--- config.mk ---
export PLATFORM = sky130hd
export DESIGN_NAME = lda_ctrl
export DESIGN_NICKNAME = d
export VERILOG_FILES = /design/src/rtl/lda_pkg.sv /design/src/rtl/lda_ctrl.sv
export SDC_FILE = /design/constraint.sdc
export NUM_CORES = 1
export LEC_CHECK = 0
export BUFFER_PORTS_ARGS = -buffer_cell sky130_fd_sc_hd__buf_2
export CORE_MARGIN = 2
export CORE_UTILIZATION = 35
export CTS_BUF_LIST = sky130_fd_sc_hd__clkbuf_8 sky130_fd_sc_hd__clkbuf_16
export DETAILED_ROUTE_END_ITERATION = 12
export GPL_ROUTABILITY_DRIVEN = 0
export PLACE_DENSITY_LB_ADDON = 0.25
export SETUP_SLACK_MARGIN = 0.5
export SLEW_MARGIN = 5
export SYNTH_ARGS = -nofsm -noshare
export SYNTH_HDL_FRONTEND = slang
export SYNTH_SLANG_ARGS = --single-unit
--- constraint.sdc ---
create_clock -name clk -period 1.28 [get_ports clk]
set_clock_uncertainty 0.1 [all_clocks]
set_input_delay 0.128 -clock clk [delete_from_list [all_inputs] [get_ports clk]]
set_output_delay 0.128 -clock clk [all_outputs]
set_load 0.05 [all_outputs]
--- src/rtl/lda_pkg.sv ---
// Shared types, sizes and helpers of the LDA topic sampler.
`timescale 1ns / 1ps
package lda_pkg;

  localparam int TOPICS = 16;
  localparam int VOCAB = 4096;
  localparam int DOCS = 256;
  localparam int TOKENS = 65536;

  localparam int TOPIC_W = $clog2(TOPICS);
  localparam int KK_W = TOPIC_W + 1;
  localparam int CNT_W = 17;
  localparam int DOC_AW = $clog2(DOCS) + TOPIC_W;
  localparam int WORD_AW = $clog2(VOCAB) + TOPIC_W;
  localparam int SLOT_W = $clog2(TOKENS);
  localparam int CLR_W = WORD_AW;
  localparam int DIVIDEND_W = 50;
  localparam int DIVISOR_W = 38;
  localparam int VB_W = 37;
  localparam int SUM_W = 52;
  localparam int CFG_W = 24;
  localparam int CFG_AW = 2;

  localparam logic [CNT_W-1:0] CNT_MAX = '1;

  typedef enum logic [CFG_AW-1:0] {
    REG_ALPHA = 2'd0,
    REG_BETA  = 2'd1,
    REG_VOCAB = 2'd2,
    REG_TOPIC = 2'd3
  } reg_idx_t;

  typedef enum logic [4:0] {
    ST_CLEAR, ST_IDLE, ST_DISPATCH, ST_INIT_MUL, ST_INIT_SET, ST_TT_RD, ST_OLD_RD,
    ST_OLD_WR, ST_K_RD, ST_DIV_LD, ST_DIV_WAIT, ST_MUL, ST_ACC, ST_THR_HI, ST_THR_LO,
    ST_THR_SUM, ST_SCAN, ST_NEW_RD, ST_NEW_WR
  } state_t;

  typedef enum logic [4:0] {
    OP_NONE, OP_CLEAR, OP_CAPTURE, OP_INIT_MUL, OP_INIT_SET, OP_TT_RD, OP_OLD_RD,
    OP_OLD_WR, OP_K_RD, OP_DIV_LD, OP_MUL, OP_ACC, OP_THR_HI, OP_THR_LO, OP_THR_SUM,
    OP_SCAN, OP_NEW_RD, OP_NEW_WR
  } op_t;

  typedef struct packed {
    logic clr_done;
    logic div_done;
    logic k_last;
    logic hit;
    logic sample;
  } status_t;

  function automatic logic [CNT_W-1:0] cnt_inc(input logic [CNT_W-1:0] c);
    cnt_inc = (c == CNT_MAX) ? c : c + 1'b1;
  endfunction

  function automatic logic [CNT_W-1:0] cnt_dec(input logic [CNT_W-1:0] c);
    cnt_dec = (c == '0) ? c : c - 1'b1;
  endfunction

endpackage

--- src/rtl/lda_ctrl.sv ---
// Controller state machine of the LDA topic sampler.
`timescale 1ns / 1ps
module lda_ctrl (
  input  logic              clk,
  input  logic              rst_n,
  input  logic              start,
  output logic              busy,
  input  lda_pkg::status_t  status,
  output lda_pkg::op_t      op
);

  lda_pkg::state_t state_r, state_nxt;

  always_ff @(posedge clk) begin
    if (!rst_n) state_r <= lda_pkg::ST_CLEAR;
    else state_r <= state_nxt;
  end

  always_comb begin
    state_nxt = state_r;
    case (state_r)
      lda_pkg::ST_CLEAR:    if (status.clr_done) state_nxt = lda_pkg::ST_IDLE;
      lda_pkg::ST_IDLE:     if (start) state_nxt = lda_pkg::ST_DISPATCH;
      lda_pkg::ST_DISPATCH: state_nxt = status.sample ? lda_pkg::ST_TT_RD
                                                      : lda_pkg::ST_INIT_MUL;
      lda_pkg::ST_INIT_MUL: state_nxt = lda_pkg::ST_INIT_SET;
      lda_pkg::ST_INIT_SET: state_nxt = lda_pkg::ST_NEW_RD;
      lda_pkg::ST_TT_RD:    state_nxt = lda_pkg::ST_OLD_RD;
      lda_pkg::ST_OLD_RD:   state_nxt = lda_pkg::ST_OLD_WR;
      lda_pkg::ST_OLD_WR:   state_nxt = lda_pkg::ST_K_RD;
      lda_pkg::ST_K_RD:     state_nxt = lda_pkg::ST_DIV_LD;
      lda_pkg::ST_DIV_LD:   state_nxt = lda_pkg::ST_DIV_WAIT;
      lda_pkg::ST_DIV_WAIT: if (status.div_done) state_nxt = lda_pkg::ST_MUL;
      lda_pkg::ST_MUL:      state_nxt = lda_pkg::ST_ACC;
      lda_pkg::ST_ACC:      state_nxt = status.k_last ? lda_pkg::ST_THR_HI : lda_pkg::ST_K_RD;
      lda_pkg::ST_THR_HI:   state_nxt = lda_pkg::ST_THR_LO;
      lda_pkg::ST_THR_LO:   state_nxt = lda_pkg::ST_THR_SUM;
      lda_pkg::ST_THR_SUM:  state_nxt = lda_pkg::ST_SCAN;
      lda_pkg::ST_SCAN:     if (status.hit || status.k_last) state_nxt = lda_pkg::ST_NEW_RD;
      lda_pkg::ST_NEW_RD:   state_nxt = lda_pkg::ST_NEW_WR;
      lda_pkg::ST_NEW_WR:   state_nxt = lda_pkg::ST_IDLE;
      default:              state_nxt = lda_pkg::ST_IDLE;
    endcase
  end

  always_comb begin
    busy = (state_r != lda_pkg::ST_IDLE);
    case (state_r)
      lda_pkg::ST_CLEAR:    op = lda_pkg::OP_CLEAR;
      lda_pkg::ST_IDLE:     op = start ? lda_pkg::OP_CAPTURE : lda_pkg::OP_NONE;
      lda_pkg::ST_INIT_MUL: op = lda_pkg::OP_INIT_MUL;
      lda_pkg::ST_INIT_SET: op = lda_pkg::OP_INIT_SET;
      lda_pkg::ST_TT_RD:    op = lda_pkg::OP_TT_RD;
      lda_pkg::ST_OLD_RD:   op = lda_pkg::OP_OLD_RD;
      lda_pkg::ST_OLD_WR:   op = lda_pkg::OP_OLD_WR;
      lda_pkg::ST_K_RD:     op = lda_pkg::OP_K_RD;
      lda_pkg::ST_DIV_LD:   op = lda_pkg::OP_DIV_LD;
      lda_pkg::ST_MUL:      op = lda_pkg::OP_MUL;
      lda_pkg::ST_ACC:      op = lda_pkg::OP_ACC;
      lda_pkg::ST_THR_HI:   op = lda_pkg::OP_THR_HI;
      lda_pkg::ST_THR_LO:   op = lda_pkg::OP_THR_LO;
      lda_pkg::ST_THR_SUM:  op = lda_pkg::OP_THR_SUM;
      lda_pkg::ST_SCAN:     op = lda_pkg::OP_SCAN;
      lda_pkg::ST_NEW_RD:   op = lda_pkg::OP_NEW_RD;
      lda_pkg::ST_NEW_WR:   op = lda_pkg::OP_NEW_WR;
      default:              op = lda_pkg::OP_NONE;
    endcase
  end

  a_accept: assert property (@(posedge clk) disable iff (!rst_n)
    (state_r == lda_pkg::ST_IDLE && start) |=> state_r == lda_pkg::ST_DISPATCH)
    else $error("accepted word not dispatched");

  a_div: assert property (@(posedge clk) disable iff (!rst_n)
    (state_r == lda_pkg::ST_DIV_WAIT && status.div_done) |=> state_r == lda_pkg::ST_MUL)
    else $error("divider result not used");

  a_done: assert property (@(posedge clk) disable iff (!rst_n)
    state_r == lda_pkg::ST_NEW_WR |=> state_r == lda_pkg::ST_IDLE)
    else $error("no return to idle after result");

endmodule

# Yosys cells after proc, flatten, opt, wreduce, memory -nomap -nowiden
# Cells that the tools add are included.
[totals]
reg_bits = 5
input_bits = 8
out_inout_bits = 6
elab_cells = 36
[op_classes]
eq_ne = 23
muxes = 9
n_reduce_logical = 3
[ops]
columns = ["operator", "n"]
rows = [
  ["one-hot mux 5 bit (18 select lines)", 1],
  ["one-hot mux 5 bit (17 select lines)", 1],
  ["equality test 5 x 4 -> 1 bit, second input constant", 8],
  ["equality test 5 x 3 -> 1 bit, second input constant", 4],
  ["two-way mux 5 bit", 4],
  ["equality test 5 bit, second input constant", 3],
  ["equality test 5 x 2 -> 1 bit, second input constant", 2],
  ["inequality test 2 bit, second input constant", 4],
  ["two-way mux 3 bit", 2],
  ["equality test 5 x 1 -> 1 bit, second input constant", 1],
  ["logical NOT 5 bit", 1],
  ["inequality test 5 x 1 -> 1 bit, second input constant", 1],
  ["AND reduction 4 bit", 1],
  ["two-way mux 2 bit", 1],
  ["logical OR 1 bit", 1],
]

# Depth between registers and ports, before layout
# Gate-level depths: netlist of the first run.
[depth]
word_depth = 3
depth_mapped = 6
depth_no_buf = 4

# Least setup slack after synthesis of the first run
# Ideal clock, no wire load.
[synth_timing]
path_type = "register to output"
from = "register state_r[0]"
to = "output op[1]"
arrival_ps = 1911
required_time_ps = 1052
path_slack_ps = -859
path_stages_with_launch = 6
n_path_buf = 1
cell_sequence = "dfxtp_1 -> buf_6 -> nor3b_1 -> o21a_1 -> a21oi_1 -> o21ai_0"
[synth_between]
elab_chain_cells = 2
[synth_rtl]
columns = ["element", "line", "text"]
rows = [
  ["start: declaration", "lda_ctrl.sv:12", "lda_pkg::state_t state_r, state_nxt;"],
  ["start signal: assignment", "lda_ctrl.sv:15", "if (!rst_n) state_r <= lda_pkg::ST_CLEAR;"],
  ["start signal: assignment", "lda_ctrl.sv:16", "else state_r <= state_nxt;"],
  ["equality test 5 bit (tied with other cells)", "lda_ctrl.sv:48", "case (state_r)"],
  ["one-hot mux 5 bit (17 select lines) *", "lda_ctrl.sv:48", ""],
  ["end: declaration", "lda_ctrl.sv:9", "output lda_pkg::op_t op"],
]
# Every way passes the cells marked *; elsewhere a longest branch is shown, timed or not.

# Worst setup path after layout of the first run
[layout_timing]
from = "register state_r[3]"
to = "output op[0]"
# The elaborated chain is that of the path after synthesis.

==> flow_summary.json, run 1 <==
{
  "fin_ws_ns": -0.3232,
  "ioPinCount": 14,
  "num_rows": 15,
  "required_ns": 1.05,
  "worstSetupEndpoint": "op[0]",
  "clk_path_buf_depth": 2,
  "insertion_delay_ns": 0.22,
  "startpoint_type": "flip-flop",
  "syn_nets": 86,
  "async_flop_share": 0,
  "clkTransAtPathRegs_ns": 0.03,
  "hold_buffers": 0,
  "outcome": "finished with violations",
  "cp.arrival_ns": 1.38,
  "synthFlopType": "dfxtp_1",
  "routed_wl_um": 2124,
  "use_met3": 0.04762,
  "fmax_mhz": 623.8,
  "largest_reg_flops": 5,
  "crit_type": "reg2out",
  "regArea_um2": 116.4,
  "max-cap-violations": 0,
  "drc": 0,
  "worstReg2RegEnd": "state_r[1]",
  "postRouteAntennaNets": 0,
  "overflow": 0,
  "hpwl_um": 1306,
  "drive_gt1_frac": 0.6842,
  "syn-cell-area_um2": 609.3,
  "synth_edf_count": 0,
  "syn_inst": 78,
  "design.die.area_um2": 2091,
  "irDropWorstVdd_uv": 962.7,
  "r2r-start": "state_r[2]",
  "synth_seq_area_share": 0.1643,
  "maxSlewViolCount": 0,
  "place_ws_ns": -0.2638,
  "top_register": "state_r",
  "ys_ff_latch": 5,
  "worst_pin_slew_ns": 0.2605,
  "port_buffers": 13,
  "synth_area_per_cell_um2": 7.812,
  "htreeDepth": 1,
  "dieWidth_um": 45.73,
  "ys_top_cells_by_area": "dfxtp_1, buf_6, o21ai_0",
  "ys_top_cells_by_count": "nor2_1, nand2_1, buf_6, o21ai_0, dfxtp_1",
  "root_buffer": "clkbuf_8",
  "vias_per_cell": 5.389,
  "p_total_mw": 1.892,
  "crit_fanout": 3,
  "nets": 123,
  "wl_per_cell_um": 16.21,
  "hold_path_class": "in2reg",
  "die_h_um": 45.73,
  "postPlaceCellArea_um2": 888.4,
  "drtIter0Drc": 9,
  "slew_headroom": 0.8263,
  "design_area_um2": 1185,
  "busiest_layer": "met2",
  "grtUsageTotal": 0.2071,
  "reg_top3": "state_r x5",
  "r2r_slack_ns": -0.17,
  "rr_worst_depth": 7,
  "syn2layout_area_growth_pct": 94.46,
  "grt_max_degree": 10,
  "hold_viol_final": 0,
  "first_pass_iters": 4,
  "period_needed_ns": 1.603,
  "cts_buffers": 3,
  "use_met2": 0.3127,
  "multi_input_area_um2": 613.1,
  "yosysMostFrequentCell": "nor2_1",
  "leakagePower_nw": 0.4957,
  "rsz0062_at_grt": "true",
  "setup-violations-final": 10,
  "num_antenna_cells": 0,
  "grt_pass1_wl_um": 3084,
  "failed_checks": "negative setup slack",
  "grt_util_met1": 0.2959,
  "antenna_found_initial": 0,
  "final_util": 0.7015,
  "post-route-period-util": 1.252,
  "nFillCells": 117,
  "p_per_area_nw_per_um2": 1597,
  "yosys.area.top_type": "dfxtp_1",
  "synth_top_area_frac": 0.1643,
  "first_global_vias": 661,
  "synth_warnings": 0,
  "crit_path_start": "state_r[3]",
  "cts_tree": "yes",
  "coreArea_um2": 1689,
  "initial_core_util": 0.3607,
  "synth.distinct_cells": 40,
  "route.vias.total": 706,
  "cts_sinks": 5,
  "cp-end-kind": "output port"
}
-- critical path, cell delays in order, from the launching register on --
cell     delay [ns]
dfxtp_4        0.36
and2b_1        0.20
a21o_1         0.16
a22oi_2        0.21
o21ai_4        0.07
buf_6          0.16
-- how the worst min path moves through the flow --
| stage | start | end | depth (start not counted) |
|---|---|---|---|
| floorplan | rst_n | state_r[4] | 1 |
| global placement | rst_n | state_r[4] | 2 |
| detailed placement | rst_n | state_r[4] | 2 |
| CTS | rst_n | state_r[4] | 2 |
| global route | rst_n | state_r[4] | 2 |
| finish | rst_n | state_r[4] | 2 |
-- placed cells by master, fill, tap and decap left out, types with 2 or more instances in the layout --
cell	Yosys	final
o21ai_1	2	3
nand3_2	1	2
dfxtp_4	0	4
nor2_4	0	2
o21ai_4	0	4
clkbuf_8	0	3
inv_1	2	3
nor3b_4	0	2
a21o_1	2	2
nand2b_1	3	2
xor2_1	2	2
nor2b_4	0	2
nand2_1	7	6
buf_8	0	2
buf_12	0	2
buf_4	1	15
nor3_4	0	3
nor2_1	8	6
buf_2	1	7
buf_6	6	14
-- kinds of logic after synthesis --
group / share of synthesized area
and+or+nand+nor: 0.4025
AOI/OAI and AO/OA: 0.2382
buffers and inverters: 0.1499
DFF: 0.1643
xor gates and xnor gates: 0.02875
muxes: 0.01643
-- per-stage QoR --
stage	hold slack, ns	TNS [ns]	instances
final	0.08178	-2.004	131
after global routing	0.1220	-2.472	131
after CTS	0.07628	-1.855	128
after detailed placement	0.2967	-1.399	118
after global placement	0.2956	-1.292	118
after floorplan	0.1497	-0.3675	78
-- metal layers --
| layer | wire (um) | vias to the layer above | part of all wire |
|---|---|---|---|
| li1 | - | 351 | - |
| met1 | 1032 | 333 | 0.49 |
| met2 | 1043 | 20 | 0.49 |
| met3 | 45 | 2 | 0.021 |
| met4 | 2 | 0 | 0.00094 |
| met5 | 0 | - | 0 |
-- report_power, final --
group / leakage [nW] / internal (mW) / total (mW) / switching [mW]
logic: 0.425 / 0.648 / 1.33 / 0.684
registers: 0.0441 / 0.195 / 0.271 / 0.0761
clock network: 0.0269 / 0.206 / 0.289 / 0.0828
-- timing repair --
item | 4_1_cts | 5_1_grt
pin swaps | 21 | 14
setup endpoints to repair | 11 | 11
setup buffers | 6 | 3
resized for setup | 36 | 14
-- cell type report --
cell class	instances	share of cell area
flip-flops and latches	5	0.09820
inverters	3	0.01162
clock inverters	1	0.003168
clock buffers	3	0.03485
repair buffers	40	0.3168
multi-input cells	62	0.5174
well taps	17	0.01795
Power figures use the tool's default switching activity.
==> run 2, diff against run 1 <==
--- a/config.mk
+++ b/config.mk
@@ -13,6 +13,7 @@
 export GPL_ROUTABILITY_DRIVEN = 0
 export PLACE_DENSITY_LB_ADDON = 0.25
 export SETUP_SLACK_MARGIN = 0.5
+export SKIP_LAST_GASP = 1
 export SLEW_MARGIN = 5
 export SYNTH_ARGS = -nofsm -noshare
 export SYNTH_HDL_FRONTEND = slang
==> constraint.sdc (replaced) <==
create_clock -name clk -period 2 [get_ports clk]
set_clock_uncertainty 0.1 [all_clocks]
set_input_delay 0.2 -clock clk [delete_from_list [all_inputs] [get_ports clk]]
set_output_delay 0.2 -clock clk [all_outputs]
set_load 0.05 [all_outputs]
==> run 2 against run 1 <==
  * The flow now finishes without violations
  * Combinational power is 58% lower
  * Final cell count shrank 14%
  * Utilization fell by 21 points
  * Wire length down 29%
  * Critical path depth unchanged
  * Die area did not move
  * Register-to-register slack improved by 0.73 ns
  * Flip-flop and latch count is the same
  * Critical endpoint unchanged
  * Highest routed layer is now met3
==> flow_summary.json, run 2 (synthesized netlist as in run 1, its figures left out) <==
{
  "drtIter0Drc": 22,
  "max-cap-violations": 0,
  "worst_path_max_delay_cell": "dfxtp_4",
  "cts_buffers": 3,
  "path_depth": 5,
  "rsz0062_at_grt": "true",
  "period_needed_ns": 1.663,
  "dp.cells": 104,
  "timing.hold.ws_ns": 0.1496,
  "drc": 0,
  "required_ns": 1.70,
  "use_met3": 0.02381,
  "cp-end-kind": "output port",
  "insertion_delay_ns": 0.22,
  "power.clock.fraction": 0.196,
  "postRouteAntennaNets": 0,
  "die_h_um": 45.73,
  "ioPinCount": 14,
  "wl_per_cell_um": 13.36,
  "rr_worst_depth": 6,
  "fmax_mhz": 601.5,
  "max_stage_delay_ns": 0.37,
  "first_global_vias": 579,
  "dieWidth_um": 45.73,
  "hold_depth": 2,
  "antenna_found_initial": 0,
  "cts_sinks": 5,
  "design.die.area_um2": 2091,
  "top_register": "state_r",
  "hp-start": "rst_n",
  "grt_pass1_wl_um": 2587,
  "syn2layout_area_growth_pct": 37.37,
  "final_common_cell": "buf_4",
  "root_buffer": "clkbuf_8",
  "maxSlewViolCount": 0,
  "clk_path_buf_depth": 2,
  "clkTransAtPathRegs_ns": 0.03,
  "switching_share": 0.4562,
  "grt_util_met1": 0.2363,
  "worst_pin_slew_ns": 0.3469,
  "p_total_uw": 907.1,
  "cts_tree": "yes",
  "multi_input_area_um2": 465.4,
  "largest_reg_flops": 5,
  "hold_buffers": 0,
  "coreArea_um2": 1689,
  "post-route-period-util": 0.8313,
  "vias_per_cell": 5.655,
  "p_int_uw": 493.2,
  "busiest_layer": "met2",
  "p_comb_frac": 0.611,
  "htreeDepth": 1,
  "hold_path_class": "in2reg",
  "overflow": 0,
  "setup-violations-final": 0,
  "drive_gt1_frac": 0.5000,
  "path_cells": "and2b_1 > a21o_1 > a22oi_2 > o21ai_4 > buf_6",
  "crit_family": "compound AO/OA/AOI/OAI gates",
  "port_buffers": 13,
  "route.vias.total": 639,
  "slew_headroom": 0.7663,
  "first_pass_iters": 4,
  "mostFrequentLayoutCells": "buf_4, nor2_1, buf_2",
  "nets": 105,
  "outcome": "finished, final reports clean",
  "regArea_um2": 116.4,
  "hold_viol_final": 0,
  "startpoint_type": "flip-flop",
  "grt_max_degree": 14,
  "nFillCells": 156,
  "use_met2": 0.2676,
  "fin_ws_ns": 0.3375,
  "instances_no_fill": 113,
  "initial_core_util": 0.3607,
  "reg_top3": "state_r x5",
  "crit_path_start": "state_r[3]",
  "share_seq_of_total_power": 0.193,
  "place_ws_ns": 0.2403,
  "cp.arrival_ns": 1.36,
  "crit_type": "reg2out",
  "grtUsageTotal": 0.1691,
  "r2r-start": "state_r[3]",
  "num_rows": 15,
  "routed_wl_um": 1510,
  "irDropWorstVdd_uv": 591.9,
  "crit_fanout": 8,
  "num_antenna_cells": 0,
  "leakagePower_nw": 0.3596,
  "hpwl_um": 1074,
  "p_per_area_nw_per_um2": 1084,
  "setup_tns_ns": 0,
  "switchingPower_uw": 413.8,
  "crit_buf_inv": 1
}
==> run 2: cell count changes in the layout (fill, tap and decap cells not counted), moves of 2 or more <==
cell / before / now
buf_6: 14 / 6
buf_4: 15 / 8
nor3_4: 3 / 0
o21ai_4: 4 / 1
buf_12: 2 / 0
nand3_1: 0 / 2
nor2b_1: 0 / 2
nor2b_4: 2 / 0
nor3_2: 0 / 2
nor3b_2: 0 / 2
nor3b_4: 2 / 0
o21ai_0: 1 / 3
==> run 2: what timing repair did <==
item | in CTS | in global routing
endpoints found under the setup margin | 8 | 8
pin swaps | 4 | 1
resized for setup | 26 | 5
cloned | 0 | 0
setup buffers | 5 | 0
==> run 2: through the flow <==
stage / utilization / instance area (um^2)
floorplan: - / 628.1
global placement: 0.3933 / 664.4
detailed placement: 0.3933 / 664.4
CTS: 0.4874 / 823.3
global route: 0.4956 / 837.1
finish: 0.4956 / 837.1
==> run 2: final timing paths <==
check,endpoint,slack (ns)
setup / recovery,op[0],0.34
setup reg to reg,state_r[1],0.56
hold reg to reg,state_r[1],0.57
hold / removal,state_r[4],0.15
==> run 2: metal layers <==
metal	up-vias	wire, um
met5	-	0
met4	0	0
met3	0	48
met2	19	758
met1	304	703
li1	316	-
==> run 2: power groups by stage <==
stage / logic [mW] / clock network, mW / registers, mW
detailed placement: 0.485 / 0 / 0.161
global route: 0.593 / 0.192 / 0.180
CTS: 0.542 / 0.182 / 0.172
floorplan: 0.467 / 0 / 0.126
finish: 0.554 / 0.178 / 0.175
global placement: 0.483 / 0 / 0.161
==> run 2: worst reg2reg max path, cell delays in order, from the launching register on <==
cell and delay (ns):
dfxtp_4 0.35, buf_4 0.13, buf_4 0.15, and4bb_1 0.21, o21ai_2 0.16, nand3_2 0.10
mux2i_1 0.12
==> run 2: cell type report <==
cell class,count,share of cell area
Multi-Input combinational cell,62,0.5561
Timing Repair Buffer,22,0.2123
Sequential cell,5,0.1390
Clock buffer,3,0.04933
Tap cell,17,0.02541
Inverter,3,0.01345
Clock inverter,1,0.004484
==> run 3, diff against run 2 <==
--- a/config.mk
+++ b/config.mk
@@ -5,6 +5,7 @@
 export SDC_FILE = /design/constraint.sdc
 export NUM_CORES = 1
 export LEC_CHECK = 0
+export ABC_AREA = 1
 export BUFFER_PORTS_ARGS = -buffer_cell sky130_fd_sc_hd__buf_2
 export CORE_MARGIN = 2
 export CORE_UTILIZATION = 35
==> constraint.sdc (replaced) <==
create_clock -name clk -period 1.4 [get_ports clk]
set_clock_uncertainty 0.1 [all_clocks]
set_input_delay 0.14 -clock clk [delete_from_list [all_inputs] [get_ports clk]]
set_output_delay 0.14 -clock clk [all_outputs]
set_load 0.05 [all_outputs]
==> run 3 against run 2 <==
  * The run now ends with negative setup slack left
  * Worst setup slack worse by 0.65 ns
  * Largest cell class unchanged
  * Sequential power up 85%
  * Count of clock-buffer cells in the layout unchanged
  * Die area up 3.7%
  * Highest routed layer is now met4
==> flow_summary.json, run 3 <==
{
  "yosys.area.top_type": "nand2_1",
  "dieWidth_um": 46.57,
  "cts_sinks": 5,
  "syn-cell-area_um2": 634.4,
  "crit_fanout": 6,
  "htreeDepth": 1,
  "postRouteAntennaNets": 0,
  "antenna_found_initial": 0,
  "instances_no_fill": 195,
  "hold_buffers": 0,
  "top_register": "state_r",
  "route.vias.total": 1018,
  "hold_viol_final": 0,
  "max-cap-violations": 0,
  "p_comb_frac": 0.754,
  "synthFlopType": "dfxtp_1",
  "post-route-period-util": 1.220,
  "p_per_area_nw_per_um2": 1830,
  "vias_per_cell": 5.221,
  "required_ns": 1.16,
  "dp.cells": 183,
  "root_buffer": "clkbuf_8",
  "switchingPower_mw": 1.187,
  "synth_seq_area_share": 0.1578,
  "syn_inst": 116,
  "period_needed_ns": 1.708,
  "outcome": "finished with violations",
  "grt_max_degree": 10,
  "switching_share": 0.5009,
  "cts_buffers": 3,
  "maxSlewViolCount": 0,
  "overflow": 0,
  "startpoint_type": "flip-flop",
  "rsz0062_at_grt": "true",
  "final_util": 0.7582,
  "synth_top_area_frac": 0.1834,
  "synth.distinct_cells": 23,
  "synth_edf_count": 0,
  "num_rows": 15,
  "final_common_cell": "buf_4",
  "insertion_delay_ns": 0.22,
  "setup-violations-final": 7,
  "ioPinCount": 14,
  "ys_top_cells_by_area": "nand2_1, dfxtp_1, nor2_1",
  "drc": 0,
  "syn2layout_area_growth_pct": 104.1,
  "ys_ff_latch": 5,
  "drive_gt1_frac": 0.6176,
  "syn_nets": 124,
  "port_buffers": 13,
  "grtUsageTotal": 0.2574,
  "coreArea_um2": 1708,
  "cp.arrival_ns": 1.47,
  "design.die.area_um2": 2169,
  "grt_pass1_wl_um": 3850,
  "wl_per_cell_um": 13.69,
  "yosysMostFrequentCell": "nand2_1",
  "die_h_um": 46.57,
  "r2r_slack_ns": -0.16,
  "routed_wl_um": 2669,
  "power.clock.fraction": 0.109,
  "num_antenna_cells": 0,
  "clk_path_buf_depth": 2,
  "drtIter0Drc": 28,
  "share_seq_of_total_power": 0.136,
  "first_pass_iters": 4,
  "leakagePower_nw": 0.6890,
  "reg_top3": "state_r x5",
  "mostFrequentLayoutCells": "buf_4, nand2_1, nor2_1",
  "fmax_mhz": 585.3,
  "failed_checks": "negative setup slack",
  "cts_tree": "yes",
  "async_flop_share": 0,
  "worst_pin_slew_ns": 0.2475,
  "nets": 179,
  "hold_path_class": "in2reg",
  "synth_area_per_cell_um2": 5.469,
  "initial_core_util": 0.3714,
  "cp-end-kind": "output port",
  "slew_headroom": 0.8346,
  "timing.hold.ws_ns": 0.07194,
  "irDropWorstVdd_uv": 1200,
  "synth_warnings": 0,
  "crit_type": "reg2out",
  "fin_ws_ns": -0.3084,
  "first_global_vias": 947,
  "largest_reg_flops": 5,
  "hpwl_um": 1790,
  "p_int_mw": 1.183,
  "clkTransAtPathRegs_ns": 0.03,
  "ys_top_cells_by_count": "nand2_1, nor2_1, inv_1"
}
## run 3: changes by cell type after synthesis, sizes merged, moves of 3 or more
cell / delta
o21ai: -7
nand2: +25
nor2: +16
a21oi: +3
inv: +13
buf: -6
nand2b: -3
nand3: +12
nand4: +7
## run 3: path summary, 6_finish.rpt
path,start,endpoint,depth (start not counted)
worst max-delay path,state_r[0],op[1],6
worst max register to register,state_r[0],state_r[0],9
worst min-delay path,rst_n,state_r[0],3
worst min register to register,state_r[0],state_r[3],4
## run 3: power groups by stage
stage | sequential [mW] | clock [mW] | combinational [mW]
2_1_floorplan | 0.256 | 0 | 0.937
3_3_place_gp | 0.282 | 0 | 1.38
3_5_place_dp | 0.285 | 0 | 1.39
4_1_cts | 0.300 | 0.268 | 1.64
5_1_grt | 0.328 | 0.276 | 1.92
6_report | 0.323 | 0.259 | 1.79
## run 3: cells by family after synthesis
group	after synthesis	synth area share
AND/OR/NAND/NOR	85	0.6470
buffers and inverters	18	0.1243
AO/OA/AOI/OAI	8	0.07102
flip-flops	5	0.1578
## run 3: critical path, cell delays in order, from the launching register on
cell     delay, ns
dfxtp_4       0.42
nand2_2       0.10
nor2_4        0.19
nand2_2       0.08
and2_1        0.18
nand4_1       0.11
buf_6         0.17
## run 3: through the flow
stage	instance area, um^2	setup TNS [ns]	total power, mW	worst slack [ns]
floorplan	698.2	-0.5757	1.194	-0.1964
global placement	1005	-0.5919	1.658	-0.1256
finish	1295	-1.579	2.370	-0.3084
CTS	1231	-1.195	2.209	-0.2624
global route	1295	-2.105	2.520	-0.3712
detailed placement	1005	-0.7386	1.672	-0.1506
## run 3: repair_timing
action | 4_1_cts | 5_1_grt
setup endpoints to repair | 11 | 11
pin swaps | 14 | 6
hold endpoints to repair | 0 | 0
gates resized for setup | 45 | 13
setup buffers | 6 | 2
## run 3: final cells by class
class | count | area [um^2]
Clock buffer | 3 | 41.29
Clock inverter | 1 | 3.754
Fill cell | 120 | 412.9
Inverter | 16 | 67.56
Multi-Input combinational cell | 93 | 610.6
Sequential cell | 5 | 118.9
Tap cell | 25 | 31.28
Timing Repair Buffer | 52 | 421.7
## run 3: routing by layer
layer | part of all wire | track usage
met5 | 0 | 0
met4 | 0.036 | 0.1371
met3 | 0.058 | 0.03922
met2 | 0.51 | 0.4194
met1 | 0.40 | 0.3209
